<file path="config.mk">
export PLATFORM = sky130hd
export DESIGN_NAME = sorted_list_insert_delete_rank
export DESIGN_NICKNAME = d
export VERILOG_FILES = /design/src/rtl/sldr_pkg.sv /design/src/rtl/sldr_ram.sv /design/src/rtl/sorted_list_insert_delete_rank.sv
export VERILOG_INCLUDE_DIRS = /design/src /design/src/rtl
export SDC_FILE = /design/constraint.sdc
export NUM_CORES = 1
export LEC_CHECK = 0
export ABC_CLOCK_PERIOD_IN_PS = 4300
export BUFFER_PORTS_ARGS = -buffer_cell sky130_fd_sc_hd__buf_2
export CAP_MARGIN = 20
export CORE_MARGIN = 2
export CORE_UTILIZATION = 55
export CTS_CLUSTER_SIZE = 25
export DETAILED_ROUTE_END_ITERATION = 8
export PLACE_DENSITY = 0.68
export SLEW_MARGIN = 0
export SYNTH_ARGS = -nofsm -noshare
export SYNTH_HDL_FRONTEND = slang
export SYNTH_SLANG_ARGS = --single-unit
</file>
<file path="constraint.sdc">
create_clock -name i_clk -period 4.3 [get_ports i_clk]
set_input_delay 0.86 -clock i_clk [delete_from_list [all_inputs] [get_ports i_clk]]
set_output_delay 0.86 -clock i_clk [all_outputs]
set_load 0.005 [all_outputs]
</file>
<file path="src/rtl/sorted_list_insert_delete_rank_defines.svh">
// assertion macros for the sorted list block
// used by the top level only, expects i_clk and i_rst_n in scope
`ifndef SORTED_LIST_INSERT_DELETE_RANK_DEFINES_SVH
`define SORTED_LIST_INSERT_DELETE_RANK_DEFINES_SVH

`ifndef SYNTHESIS
`define SLDR_ASSERT_IMPL(lbl, ante, cons) \
    lbl: assert property (@(posedge i_clk) disable iff (!i_rst_n) (ante) |-> (cons)) \
        else $error("sldr implication check failed");
`define SLDR_ASSERT_NEXT(lbl, ante, cons) \
    lbl: assert property (@(posedge i_clk) disable iff (!i_rst_n) (ante) |=> (cons)) \
        else $error("sldr next-cycle check failed");
`else
`define SLDR_ASSERT_IMPL(lbl, ante, cons)
`define SLDR_ASSERT_NEXT(lbl, ante, cons)
`endif

`endif

</file>
<file path="src/rtl/sldr_pkg.sv">
// types and status codes for the sorted list block
// no dependencies
`timescale 1ns / 1ps

package sldr_pkg;

    localparam int unsigned VALUE_W = 32;
    localparam int unsigned RANK_W  = 4;
    localparam int unsigned STAT_W  = 2;
    localparam int unsigned COUNT_W = 5;

    localparam logic [STAT_W-1:0] STAT_DONE    = 2'd0;
    localparam logic [STAT_W-1:0] STAT_NO_RANK = 2'd1;
    localparam logic [STAT_W-1:0] STAT_FULL    = 2'd2;

    localparam logic FUNC_INSERT = 1'b0;
    localparam logic FUNC_DELETE = 1'b1;

    typedef enum logic [3:0] {
        S_IDLE = 4'b0001,
        S_STEP = 4'b0010,
        S_MOVE = 4'b0100,
        S_FIN  = 4'b1000
    } t_state;

endpackage

</file>
<file path="src/rtl/sldr_ram.sv">
// generic simple dual-port ram, one write and one registered read per cycle
// no dependencies
`timescale 1ns / 1ps

module sldr_ram #(
    parameter int unsigned WIDTH = 32,
    parameter int unsigned DEPTH = 16
) (
    input  logic                     i_clk,
    input  logic                     i_we,
    input  logic [$clog2(DEPTH)-1:0] i_waddr,
    input  logic [WIDTH-1:0]         i_wdata,
    input  logic [$clog2(DEPTH)-1:0] i_raddr,
    output logic [WIDTH-1:0]         o_rdata
);

    logic [WIDTH-1:0] r_mem [DEPTH];
    logic [WIDTH-1:0] r_rdata;

    always_ff @(posedge i_clk) begin
        if (i_we) begin
            r_mem[i_waddr] <= i_wdata;
        end
        r_rdata <= r_mem[i_raddr];
    end

    assign o_rdata = r_rdata;

endmodule

</file>
<file path="src/rtl/sorted_list_insert_delete_rank.sv">
// sorted list with insert by value and delete by rank from the largest
// depends on sldr_pkg, sldr_ram and sorted_list_insert_delete_rank_defines.svh
//
// usage:
//   input channel i_in_valid / o_in_ready carries one item: i_func selects
//   insert of i_new_value (0) or delete of the entry at i_rank counted from
//   the largest (1). output channel o_out_valid / i_out_ready returns one
//   result per item: o_status (done, rank not present, store full) and
//   o_entry_count, the number of stored values after the item, low 5 bits.
//   values sit in ascending order in one ram; an insert walks down from the
//   top, moving each entry that is not smaller up by one slot, and a delete
//   walks up from the removed slot, moving entries down. each moved entry
//   costs an S_STEP state (registered ram read), then an S_MOVE state
//   (compare and write back). a rejected item goes from idle straight to
//   S_FIN; an accepted one loops through S_STEP and S_MOVE until its slot
//   is done, then S_FIN loads the result into the output register.
//   one item is worked on at a time; o_in_ready is high only when idle,
//   so the next item can be taken in the same cycle the result is presented.
//   a finished result waits in the output register while the receiver
//   stalls; a later item then holds the sequencer in S_FIN until it drains.
//   reset empties the store at once, no clearing pass is needed.
`timescale 1ns / 1ps
`include "sorted_list_insert_delete_rank_defines.svh"

module sorted_list_insert_delete_rank
    import sldr_pkg::*;
#(
    parameter int unsigned DEPTH = 16
) (
    input  logic                      i_clk,
    input  logic                      i_rst_n,
    input  logic                      i_in_valid,
    output logic                      o_in_ready,
    input  logic                      i_func,
    input  logic signed [VALUE_W-1:0] i_new_value,
    input  logic [RANK_W-1:0]         i_rank,
    output logic                      o_out_valid,
    input  logic                      i_out_ready,
    output logic [STAT_W-1:0]         o_status,
    output logic [COUNT_W-1:0]        o_entry_count
);

    localparam int unsigned AW = $clog2(DEPTH);
    localparam int unsigned CW = $clog2(DEPTH + 1);
    localparam int unsigned XW = CW + RANK_W;
    localparam logic [CW-1:0] FULL_COUNT = CW'(DEPTH);

    t_state                     r_state, n_state;
    logic [CW-1:0]              r_count, n_count;
    logic [CW-1:0]              r_ptr, n_ptr;
    logic                       r_func, n_func;
    logic signed [VALUE_W-1:0]  r_val, n_val;
    logic [STAT_W-1:0]          r_stat, n_stat;
    logic                       r_out_valid, n_out_valid;
    logic [STAT_W-1:0]          r_o_status, n_o_status;
    logic [COUNT_W-1:0]         r_o_count, n_o_count;

    logic                       ram_we;
    logic [AW-1:0]              ram_waddr;
    logic [VALUE_W-1:0]         ram_wdata;
    logic [AW-1:0]              ram_raddr;
    logic [VALUE_W-1:0]         ram_rdata;

    logic [CW-1:0]              ptr_dn, ptr_up;
    logic                       rd_ge;
    logic [XW-1:0]              cnt_x, rank_x, pos_x;
    logic [CW+COUNT_W-1:0]      cnt_o;
    logic                       in_acc;

    sldr_ram #(
        .WIDTH (VALUE_W),
        .DEPTH (DEPTH)
    ) u_ram (
        .i_clk   (i_clk),
        .i_we    (ram_we),
        .i_waddr (ram_waddr),
        .i_wdata (ram_wdata),
        .i_raddr (ram_raddr),
        .o_rdata (ram_rdata)
    );

    // shared step unit: pointer up/down and the one signed compare
    assign ptr_dn = r_ptr - CW'(1);
    assign ptr_up = r_ptr + CW'(1);
    assign rd_ge  = $signed(ram_rdata) >= r_val;

    assign cnt_x  = {{RANK_W{1'b0}}, r_count};
    assign rank_x = {{CW{1'b0}}, i_rank};
    assign pos_x  = cnt_x - rank_x - XW'(1);
    assign cnt_o  = {{COUNT_W{1'b0}}, r_count};

    assign in_acc = i_in_valid && o_in_ready;

    always_comb begin
        n_state     = r_state;
        n_count     = r_count;
        n_ptr       = r_ptr;
        n_func      = r_func;
        n_val       = r_val;
        n_stat      = r_stat;
        n_out_valid = r_out_valid;
        n_o_status  = r_o_status;
        n_o_count   = r_o_count;
        ram_we      = 1'b0;
        ram_waddr   = r_ptr[AW-1:0];
        ram_wdata   = ram_rdata;
        ram_raddr   = ptr_dn[AW-1:0];

        if (r_out_valid && i_out_ready) begin
            n_out_valid = 1'b0;
        end

        unique case (r_state)
            S_IDLE: begin
                if (in_acc) begin
                    n_func = i_func;
                    n_val  = i_new_value;
                    n_stat = STAT_DONE;
                    if (i_func == FUNC_INSERT) begin
                        n_ptr = r_count;
                        if (r_count == FULL_COUNT) begin
                            n_stat  = STAT_FULL;
                            n_state = S_FIN;
                        end else begin
                            n_state = S_STEP;
                        end
                    end else begin
                        n_ptr = pos_x[CW-1:0];
                        if (rank_x >= cnt_x) begin
                            n_stat  = STAT_NO_RANK;
                            n_state = S_FIN;
                        end else begin
                            n_state = S_STEP;
                        end
                    end
                end
            end
            S_STEP: begin
                if (r_func == FUNC_INSERT) begin
                    ram_raddr = ptr_dn[AW-1:0];
                    if (r_ptr == '0) begin
                        ram_we    = 1'b1;
                        ram_wdata = r_val;
                        n_count   = r_count + CW'(1);
                        n_state   = S_FIN;
                    end else begin
                        n_state = S_MOVE;
                    end
                end else begin
                    ram_raddr = ptr_up[AW-1:0];
                    if (ptr_up == r_count) begin
                        n_count = r_count - CW'(1);
                        n_state = S_FIN;
                    end else begin
                        n_state = S_MOVE;
                    end
                end
            end
            S_MOVE: begin
                ram_we = 1'b1;
                if (r_func == FUNC_INSERT) begin
                    if (rd_ge) begin
                        n_ptr   = ptr_dn;
                        n_state = S_STEP;
                    end else begin
                        ram_wdata = r_val;
                        n_count   = r_count + CW'(1);
                        n_state   = S_FIN;
                    end
                end else begin
                    n_ptr   = ptr_up;
                    n_state = S_STEP;
                end
            end
            S_FIN: begin
                if (!r_out_valid || i_out_ready) begin
                    n_out_valid = 1'b1;
                    n_o_status  = r_stat;
                    n_o_count   = cnt_o[COUNT_W-1:0];
                    n_state     = S_IDLE;
                end
            end
            default: begin
                n_state = S_IDLE;
            end
        endcase
    end

    always_ff @(posedge i_clk) begin
        if (!i_rst_n) begin
            r_state     <= S_IDLE;
            r_count     <= '0;
            r_out_valid <= 1'b0;
        end else begin
            r_state     <= n_state;
            r_count     <= n_count;
            r_out_valid <= n_out_valid;
        end
    end

    always_ff @(posedge i_clk) begin
        r_ptr      <= n_ptr;
        r_func     <= n_func;
        r_val      <= n_val;
        r_stat     <= n_stat;
        r_o_status <= n_o_status;
        r_o_count  <= n_o_count;
    end

    assign o_in_ready    = (r_state == S_IDLE);
    assign o_out_valid   = r_out_valid;
    assign o_status      = r_o_status;
    assign o_entry_count = r_o_count;

    `SLDR_ASSERT_IMPL(a_count_bound, 1'b1, r_count <= FULL_COUNT)
    `SLDR_ASSERT_IMPL(a_ptr_bound, r_state == S_STEP, r_ptr <= r_count)
    `SLDR_ASSERT_IMPL(a_move_after_step, r_state == S_MOVE, $past(r_state) == S_STEP)
    `SLDR_ASSERT_NEXT(a_insert_grows, r_state == S_MOVE && r_func == FUNC_INSERT && !rd_ge, r_count == $past(r_count) + CW'(1))

endmodule
</file>
==> qor.yml, run 1 <==
pwr:
  leakage_nw: 9.12
  max-vdd-ir-drop_v: 0.000339
  power.density_mw_per_mm2: 517
  power_mw: 14.0
worst_setup_path:
  setup.worst_path.end_class: "flop"
  required_ps: 4630
  cp-start-kind: "flop"
  crit_arrival_ps: 4120
  criticalPathCategory: "flop to flop"
  critical_path.max_fanout: 16
clock_network:
  postCtsHoldBufs: 0
  root_buffer: "clkbuf_16"
  cts_sinks: 601
  numCtsBuffers: 58
  clk_latency_ps: 620
  postCtsSetupBuffers: 0
  cts_resized: 0
  clockBufferDepth: 3
  clk_pin_slew_ps: 60
  htreeDepth: 2
  cts_tree: "done"
route:
  drt_first_pass_iters: 5
  wl_per_cell_microns: 27.8
  vias: 11917
  remaining_drc_errors: 0
  wl_met2_microns: 26400
  dr_wl_met3_microns: 3930
  met1_length_microns: 22000
  avgViaCountPerCell: 6.15
  first_iter_violations: 1138
  ant_nets: 0
  top_layer_used: "met5"
  wl_microns: 53800
place:
  finalWeightedCongestion: 0.854
  place_hpwl_microns: 29900
  numPortBuffers: 49
  place_inst: 1829
layout:
  final_cells: 1937
  drive_gt1_share_pct: 26.7
  final_util_pct: 62.8
  nNetsFinal: 1392
  synthToLayoutAreaGrowth_pct: 12.9
  diodes: 0
global_route:
  grt_pass1_wl_microns: 78400
  antenna_found_initial: 1
  grt_start_max_net_pins: 105
  grt_usage_pct: 24.6
  grt_pass1_vias: 11882
  grt_overflow_total: 0
outcome:
  outcome: "complete, no violations"
timing:
  clock_skew_ps: 28.7
  finalSetupViolCount: 0
  hold_slack_ps: 409
  rsz0062_at_grt: "false"
  tightest_slew_ps: 874
  fmax_mhz: 264
  setup_tns_ps: 0
  max_slew_margin_pct: 41.7
  fin_crit_sh_pct: 88.2
  layout_min_cycle_time_ps: 3790
  hold_viol: 0
  slew_viol_final: 0
floorplanning:
  die_area_sq_mm: 0.0451
  start_util_pct: 55.6
  io_pins: 50
  die_w_microns: 212
  core_area_sq_mm: 0.0430
  rows: 76
  fp.dieH_microns: 212
yosys:
  synth_edf_count: 559
  synthesis.area_sq_mm: 0.0239
  synthArstFlopShare_pct: 0
  synth_area_leaders: "edfxtp_1, mux4_2, dfxtp_1"
  ys_top_cells_by_count: "edfxtp_1, mux4_2, a22oi_1"
  synth-main-ff-cell: "edfxtp_1"
  synth_top_area_share_pct: 70.2
  synth_top_cell_by_area: "edfxtp_1"
  yosys.cell_count.top_type: "edfxtp_1"
  synth_nets: 1293
  synth_seq_cells: 601
  ys_types: 56
  synth-seq-area-share_pct: 73.8
  synth_area_per_cell_sq_um: 19.8
  yosysWarnings: 0
  netlist_instances: 1205
worst_hold_path:
  hp-class: "input port to flop"
flow_run:
  cap_violations: 0
[where the power goes]
| group | switching [mW] | leakage (nW) | internal (mW) |
|---|---|---|---|
| clock network | 2.10 | 0.856 | 2.66 |
| logic | 1.23 | 2.83 | 0.868 |
| registers | 0.109 | 5.43 | 6.99 |
[critical path: stages, from the launching register on]
cell	delay, ps
edfxtp_1	350
inv_1	50
ha_1	460
nand4_2	210
nor4_4	510
nor3b_2	310
a211oi_1	80
buf_4	190
o211ai_4	640
buf_12	280
mux2_4	400
[cell type report]
type | count | area (sq um)
clock inverter | 20 | 136
timing repair buffer | 91 | 773
tap | 585 | 732
inverter | 48 | 180
clock buffer | 88 | 1620
sequential | 601 | 17600
multi-input combinational | 504 | 5910
fill | 2987 | 16000
[path summary, 6_finish.rpt]
check / depth (start not counted) / to / slack, ps / start
worst max-delay path: 10 / u_ram.r_mem[12][0]$_DFFE_PP_ / 510 / r_val[31]$_DFFE_PP_
worst min-delay path: 1 / r_val[31]$_DFFE_PP_ / 410 / i_new_value[31]
worst max register to register: 10 / u_ram.r_mem[12][0]$_DFFE_PP_ / 510 / r_val[31]$_DFFE_PP_
worst min register to register: 0 / o_status[0]$_DFFE_PP_ / 420 / r_stat[0]$_SDFFCE_PN0P_
[stage by stage]
| step | instance area [sq um] | setup WS, ps |
|---|---|---|
| floorplan | 23900 | 602 |
| global route | 27000 | 349 |
| detailed placement | 25200 | 531 |
| global placement | 25200 | 631 |
| finish | 27000 | 509 |
| CTS | 27000 | 512 |
[per-layer routing]
layer  vias up  track usage [%]
met2       503             40.1
met4         2             7.91
met1      6208             34.8
li1       5107                -
met3        97             3.81
met5         -                0
[layout by cell type, fill, tap and decap left out, drive strengths merged, types with 4 or more instances in the layout]
cell type and count:
edfxtp 559, a22oi 64, dfxtp 42, nor2 15, ha 46, clkbuf 88, and2 20, xnor2 14
a21oi 28, nand2 56, buf 91, nor2b 4, o21ai 11, nand2b 4, a21o 4, nand4 9
mux2 32, nor3b 5, inv 50, nor4 5, nor3 7, mux4 128, or3 4, mux2i 5
clkinv 16, nand3 6
[state kept, by name, summed over array words and instances, names as in the netlist]
name and count:
r_func 1, o_status 2, r_count 5, u_ram.o_rdata 32
r_val 32, o_entry_count 5, r_state 4, u_ram.r_mem 512
r_ptr 5, o_out_valid 1, r_stat 2
[logic make-up after synthesis]
logic type	Yosys count	share of synthesized area, %
AOI/OAI and AO/OA	130	3.81
xor gates and xnor gates	17	0.623
adders and majority gates	47	2.49
buffers and inverters	100	1.83
DFF	601	73.8
muxes	165	14.2
and+or+nand+nor	145	3.25
Power figures use the tool's default switching activity.
==> inputs of run 2 (changes only) <==
--- a/config.mk
+++ b/config.mk
@@ -8,11 +8,11 @@
 export LEC_CHECK = 0
 export ABC_CLOCK_PERIOD_IN_PS = 4300
-export BUFFER_PORTS_ARGS = -buffer_cell sky130_fd_sc_hd__buf_2
 export CAP_MARGIN = 20
 export CORE_MARGIN = 2
-export CORE_UTILIZATION = 55
+export CORE_UTILIZATION = 59
 export CTS_CLUSTER_SIZE = 25
 export DETAILED_ROUTE_END_ITERATION = 8
-export PLACE_DENSITY = 0.68
+export DONT_BUFFER_PORTS = 1
+export PLACE_DENSITY = 0.72
 export SLEW_MARGIN = 0
 export SYNTH_ARGS = -nofsm -noshare
==> constraint.sdc (replaced) <==
create_clock -name i_clk -period 4.3 [get_ports i_clk]
set_input_delay 0.645 -clock i_clk [delete_from_list [all_inputs] [get_ports i_clk]]
set_output_delay 0.645 -clock i_clk [all_outputs]
set_load 0.005 [all_outputs]
==> run 2 against run 1 <==
Compared with the run above: sequential share of layout area up 0.77 points; critical path depth up 1; first-iteration DRC count up 2.6%; via count down 2.0%; cell area down 1.2%; largest power group unchanged; cell count down 5.9%; sequential power about the same; worst hold slack worse by 280 ps; flip-flop and latch count unchanged; fmax down 3.9%; highest routed layer unchanged; non-clock buffer count down 54; core utilization up 4.2 points.
==> qor.yml, run 2 (synthesis results as in run 1) <==
floorplanning:
  start_util_pct: 60.0  # was 55.6%
  core_area_sq_mm: 0.0398  # was 0.0430 sq mm
  fp.dieH_microns: 205  # was 212 microns
  rows: 73  # was 76
  io_pins: 50  # unchanged
  die_area_sq_mm: 0.0421  # was 0.0451 sq mm
  die_w_microns: 205  # was 212 microns
clock_network:
  clockBufferDepth: 3  # unchanged
  clk_pin_slew_ps: 60  # about the same
  cts_tree: "done"  # unchanged
  cts_resized: 0  # unchanged
  postCtsHoldBufs: 0  # unchanged
  root_buffer: "clkbuf_16"  # unchanged
  postCtsSetupBuffers: 0  # unchanged
  numCtsBuffers: 57  # was 58
  clk_latency_ps: 600  # was 620 ps
  htreeDepth: 2  # unchanged
  cts_sinks: 601  # unchanged
route:
  first_iter_violations: 1168  # was 1,138
  drt_first_pass_iters: 5  # unchanged
  wl_per_cell_microns: 28.0  # was 27.8 microns
  remaining_drc_errors: 0  # unchanged
  vias: 11684  # was 11,917
  wl_microns: 51000  # was 53,800 microns
  avgViaCountPerCell: 6.41  # was 6.15
  ant_nets: 0  # unchanged
global_route:
  grt_usage_pct: 25.0  # was 24.6%
  antenna_found_initial: 8  # was 1
  grt_start_max_net_pins: 93  # was 105
  grt_overflow_total: 0  # unchanged
  grt_pass1_wl_microns: 74900  # was 78,400 microns
  grt_pass1_vias: 11568  # was 11,882
timing:
  fmax_mhz: 253  # was 264 MHz
  finalSetupViolCount: 0  # unchanged
  tightest_slew_ps: 777  # was 874 ps
  hold_viol: 0  # unchanged
  max_slew_margin_pct: 48.2  # was 41.7%
  hold_slack_ps: 132  # was 409 ps
  clock_skew_ps: 15.8  # was 28.7 ps
  fin_crit_sh_pct: 91.7  # was 88.2%
  setup_tns_ps: 0  # unchanged
  layout_min_cycle_time_ps: 3950  # was 3790 ps
  rsz0062_at_grt: "false"  # unchanged
  slew_viol_final: 0  # unchanged
layout:
  fillerInstances: 2570  # was 2,987
  nNetsFinal: 1337  # was 1,392
  multi_input_area_sq_mm: 0.00591  # unchanged
  largest_reg_flops: 512  # unchanged
  layout_common_cells: "edfxtp_1, mux4_2, a22oi_1"  # unchanged
  seqCellArea_sq_mm: 0.0176  # unchanged
  final_common_cell: "edfxtp_1"  # unchanged
  largest-register: "u_ram.r_mem"  # unchanged
  drive_gt1_share_pct: 24.2  # was 26.7%
  synthToLayoutAreaGrowth_pct: 11.6  # was 12.9%
worst_setup_path:
  required_ps: 4620  # was 4630 ps
  critical_path.max_fanout: 16  # unchanged
  crit_arrival_ps: 4260  # was 4120 ps
  cp-start-kind: "flop"  # unchanged
  setup.worst_path.end_class: "flop"  # unchanged
  criticalPathCategory: "flop to flop"  # unchanged
place:
  numPortBuffers: 0  # was 49
  place_hpwl_microns: 29000  # was 29,900 microns
  finalWeightedCongestion: 0.806  # was 0.854
flow_run:
  cap_violations: 0  # unchanged
outcome:
  outcome: "complete, no violations"  # unchanged
pwr:
  max-vdd-ir-drop_v: 0.000388  # was 0.000339 V
  leakage_nw: 8.94  # was 9.12 nW
  power.density_mw_per_mm2: 531  # was 517 mW/mm^2
  power_mw: 14.2  # was 14.0 mW
worst_hold_path:
  hp-class: "input port to flop"  # unchanged
## run 2: cell types whose count changed in the layout (fill, tap and decap cells not counted), moves of 2 or more
cell / previous run / this run
buf_2: 49 / 0
inv_6: 2 / 0
clkinv_2: 7 / 10
clkbuf_1: 24 / 12
bufinv_16: 1 / 8
clkinv_1: 8 / 10
diode_2: 0 / 3
buf_4: 25 / 27
buf_12: 17 / 10
## run 2: cell type report
type | instances | area share, %
Antenna cell | 3 | 0.0281
Inverter | 48 | 0.676
Tap cell | 525 | 2.46
Multi-Input combinational cell | 504 | 22.2
Clock inverter | 30 | 1.29
Timing Repair Buffer | 37 | 1.51
Sequential cell | 601 | 66.1
Clock buffer | 74 | 5.77
## run 2: where the power goes
group | leakage [nW] | total [mW] | switching (mW) | internal [mW]
registers | 5.43 | 7.09 | 0.101 | 6.99
logic | 2.59 | 2.03 | 1.20 | 0.831
clock network | 0.925 | 5.05 | 2.06 | 2.99
## run 2: critical path: stages, from the launching register on
cell and delay (ps):
edfxtp_1 370, inv_1 50, ha_1 320, a21oi_1 190
o21ai_0 190, a211oi_1 300, o211ai_1 240, a211oi_1 620
nand4_1 250, o211ai_4 360, buf_4 350, mux2_4 410
## run 2: worst paths after layout
path                                              start                      endpoint  slack, ps  depth (start not counted)
worst max register to register      r_val[17]$_DFFE_PP_  u_ram.r_mem[9][17]$_DFFE_PP_        350                         11
worst min register to register  r_stat[0]$_SDFFCE_PN0P_         o_status[0]$_DFFE_PP_        420                          0
worst min-delay path                     i_new_value[4]            r_val[4]$_DFFE_PP_        130                          0
worst max-delay path                r_val[17]$_DFFE_PP_  u_ram.r_mem[9][17]$_DFFE_PP_        350                         11
## run 2: per-stage QoR
| stage | cells | utilization, % | cell area [sq um] | setup WS, ps |
|---|---|---|---|---|
| global route | 1819 | 67.0 | 26700 | 156 |
| detailed placement | 1715 | 62.2 | 24800 | 408 |
| floorplan | 1205 | - | 23900 | 602 |
| global placement | 1715 | 62.2 | 24800 | 577 |
| CTS | 1819 | 67.0 | 26700 | 368 |
| finish | 1822 | 67.0 | 26700 | 355 |
## run 2: per-layer routing
metal  vias to the layer above  global-route usage (%)  wire (microns)
met5                         -                       0             103
met2                       488                    40.2           25200
met3                        85                    4.64            3920
met4                        14                    7.09             989
met1                      6100                    35.8           20900
li1                       4997                       -               -
==> inputs of run 3 (changes only) <==
- ABC_CLOCK_PERIOD_IN_PS: 4300 -> 4450
- clock period: 4.3 -> 4.45 ns (I/O delays scaled with it)
==> run 3 against run 2 <==
Compared with the run above: critical endpoint is now u_ram.r_mem[12][7]$_DFFE_PP_; worst hold slack better by 19 ps; clock power down 3%; fmax up 0.96%; critical path type unchanged; critical path depth unchanged; register-to-register slack better by 190 ps; sequential power down 3.4%; routed wire length up 2.3%.
==> qor.yml, run 3 (synthesis results as in run 1) <==
pwr:
  p_clk_share_pct: 35.6  # was 35.7%
  swShare_pct: 23.7  # was 23.8%
  internal_power_mw: 10.4  # was 10.8 mW
  max-vdd-ir-drop_v: 0.000387  # was 0.000388 V
  leakage_nw: 8.99  # was 8.94 nW
  pwr-share-seq_pct: 50.0  # about the same
  comb_power_share_pct: 14.3  # about the same
  switching_power_mw: 3.25  # was 3.37 mW
  power.density_mw_per_mm2: 513  # was 531 mW/mm^2
floorplanning:
  die_area_sq_mm: 0.0421  # unchanged
  start_util_pct: 60.0  # unchanged
  io_pins: 50  # unchanged
  rows: 73  # unchanged
  die_w_microns: 205  # unchanged
  core_area_sq_mm: 0.0398  # unchanged
  fp.dieH_microns: 205  # unchanged
clock_network:
  clk_pin_slew_ps: 60  # about the same
  clk_latency_ps: 610  # was 600 ps
  cts_sinks: 601  # unchanged
  cts_tree: "done"  # unchanged
  root_buffer: "clkbuf_16"  # unchanged
  postCtsSetupBuffers: 0  # unchanged
  clockBufferDepth: 3  # unchanged
  htreeDepth: 2  # unchanged
  numCtsBuffers: 56  # was 57
  cts_resized: 0  # unchanged
  postCtsHoldBufs: 0  # unchanged
worst_setup_path:
  regToRegSetupSlack_ps: 540  # was 350 ps
  criticalPathCategory: "flop to flop"  # unchanged
  cp-start-kind: "flop"  # unchanged
  critPathBufInv: 2  # unchanged
  cp_slowest_cell: "a211oi_1"  # unchanged
  path_common_cell: "a211oi_1"  # unchanged
  path_cells: "inv_1, ha_1, a21oi_1, o21ai_0, a211oi_1, o211ai_1, a211oi_1, nand4_1, o211ai_4, buf_12, mux2_4"  # was inv_1, ha_1, a21oi_1, o21ai_0, a211oi_1, o211ai_1, a211oi_1, nand4_1, o211ai_4, buf_4, mux2_4
  setup.worst_path.end_class: "flop"  # unchanged
  critical_path.max_fanout: 21  # was 16
  crit_arrival_ps: 4230  # was 4260 ps
  r2r-start: "r_val[19]$_DFFE_PP_"  # was r_val[17]$_DFFE_PP_
  required_ps: 4770  # was 4620 ps
  startpoint: "r_val[19]$_DFFE_PP_"  # was r_val[17]$_DFFE_PP_
  cpLargestDelayFamily: "compound AO/OA/AOI/OAI gates"  # unchanged
  cp_slowest_stage_delay_ps: 610  # was 620 ps
  reg2reg_to: "u_ram.r_mem[12][7]$_DFFE_PP_"  # was u_ram.r_mem[9][17]$_DFFE_PP_
  rr_worst_depth: 11  # unchanged
worst_hold_path:
  hold_depth: 0  # unchanged
  holdPathEnd: "r_val[15]$_DFFE_PP_"  # was r_val[4]$_DFFE_PP_
  min_from: "i_new_value[15]"  # was i_new_value[4]
  hp-class: "input port to flop"  # unchanged
route:
  ant_nets: 0  # unchanged
  wl_microns: 52200  # was 51,000 microns
  avgViaCountPerCell: 6.50  # was 6.41
  first_iter_violations: 1461  # was 1,168
  remaining_drc_errors: 0  # unchanged
  wl_per_cell_microns: 28.6  # was 28.0 microns
  drt_first_pass_iters: 5  # unchanged
  vias: 11889  # was 11,684
flow_run:
  cap_violations: 0  # unchanged
layout:
  largest-register: "u_ram.r_mem"  # unchanged
  layout_common_cells: "edfxtp_1, mux4_2, a22oi_1"  # unchanged
  drive_gt1_share_pct: 25.0  # was 24.2%
  fillerInstances: 2533  # was 2,570
  nNetsFinal: 1343  # was 1,337
  final_common_cell: "edfxtp_1"  # unchanged
  fin_area_sq_mm: 0.0267  # about the same
  largest_reg_flops: 512  # unchanged
  synthToLayoutAreaGrowth_pct: 11.8  # was 11.6%
  final_cells: 1828  # was 1,822
place:
  placed_cell_area_sq_mm: 0.0248  # about the same
  finalWeightedCongestion: 0.808  # was 0.806
  place_inst: 1722  # was 1,715
  numPortBuffers: 0  # unchanged
  dpl_worst_slack_ps: 614  # was 408 ps
  place_hpwl_microns: 29500  # was 29,000 microns
timing:
  fin_ws_ps: 542  # was 355 ps
  tightest_slew_ps: 870  # was 777 ps
  rsz0062_at_grt: "false"  # unchanged
  fmax_mhz: 256  # was 253 MHz
  max_slew_margin_pct: 42.0  # was 48.2%
  slew_viol_final: 0  # unchanged
  fin_crit_sh_pct: 87.8  # was 91.7%
  hold_viol: 0  # unchanged
  finalSetupViolCount: 0  # unchanged
  layout_min_cycle_time_ps: 3910  # was 3950 ps
  clock_skew_ps: 30.3  # was 15.8 ps
  hold_slack_ps: 152  # was 132 ps
  setup_tns_ps: 0  # unchanged
global_route:
  grt_pass1_vias: 11815  # was 11,568
  grt_start_max_net_pins: 89  # was 93
  grt_pass1_wl_microns: 75900  # was 74,900 microns
  antenna_found_initial: 5  # was 8
  grt_overflow_total: 0  # unchanged
  grt_usage_pct: 25.5  # was 25.0%
outcome:
  outcome: "complete, no violations"  # unchanged
run 3: area by class of cell:
cell class	count	area, sq um	area share [%]
Inverter	48	180	0.674
Antenna cell	3	7.51	0.0281
Timing Repair Buffer	44	443	1.66
Multi-Input combinational cell	504	5910	22.1
Clock inverter	21	251	0.941
Sequential cell	601	17600	66.0
Tap cell	525	657	2.46
Clock buffer	82	1640	6.14
run 3: power by group through the flow:
stage / Sequential (mW) / Clock [mW] / Combinational, mW
floorplan: 6.92 / 0 / 1.45
global placement: 6.96 / 0 / 1.91
detailed placement: 6.97 / 0 / 1.96
CTS: 6.85 / 4.95 / 1.97
global route: 6.86 / 5.14 / 2.14
finish: 6.85 / 4.88 / 1.96
run 3: worst max path at each step:
stage	slack, ps	to	cells past startpoint
2_1_floorplan	750	u_ram.r_mem[15][0]$_DFFE_PP_	4
3_3_place_gp	740	u_ram.r_mem[15][6]$_DFFE_PP_	11
3_5_place_dp	610	u_ram.r_mem[10][21]$_DFFE_PP_	11
4_1_cts	590	u_ram.r_mem[12][7]$_DFFE_PP_	11
5_1_grt	330	u_ram.r_mem[15][18]$_DFFE_PP_	11
6_report	540	u_ram.r_mem[12][7]$_DFFE_PP_	11
run 3: metrics by stage:
step | power, mW | util, %
6_report | 13.7 | 67.1
5_1_grt | 14.1 | 67.1
4_1_cts | 13.8 | 67.1
3_5_place_dp | 8.92 | 62.3
3_3_place_gp | 8.88 | 62.3
2_1_floorplan | 8.38 | -
run 3: layer usage:
| layer | global-route usage, % | share of wire (%) | wire length, microns | up-vias |
|---|---|---|---|---|
| met2 | 40.0 | 48 | 25000 | 536 |
| li1 | - | - | - | 4999 |
| met3 | 4.72 | 8.5 | 4420 | 105 |
| met4 | 8.81 | 2.7 | 1420 | 6 |
| met5 | 0 | 0.079 | 41 | - |
| met1 | 36.8 | 41 | 21300 | 6243 |
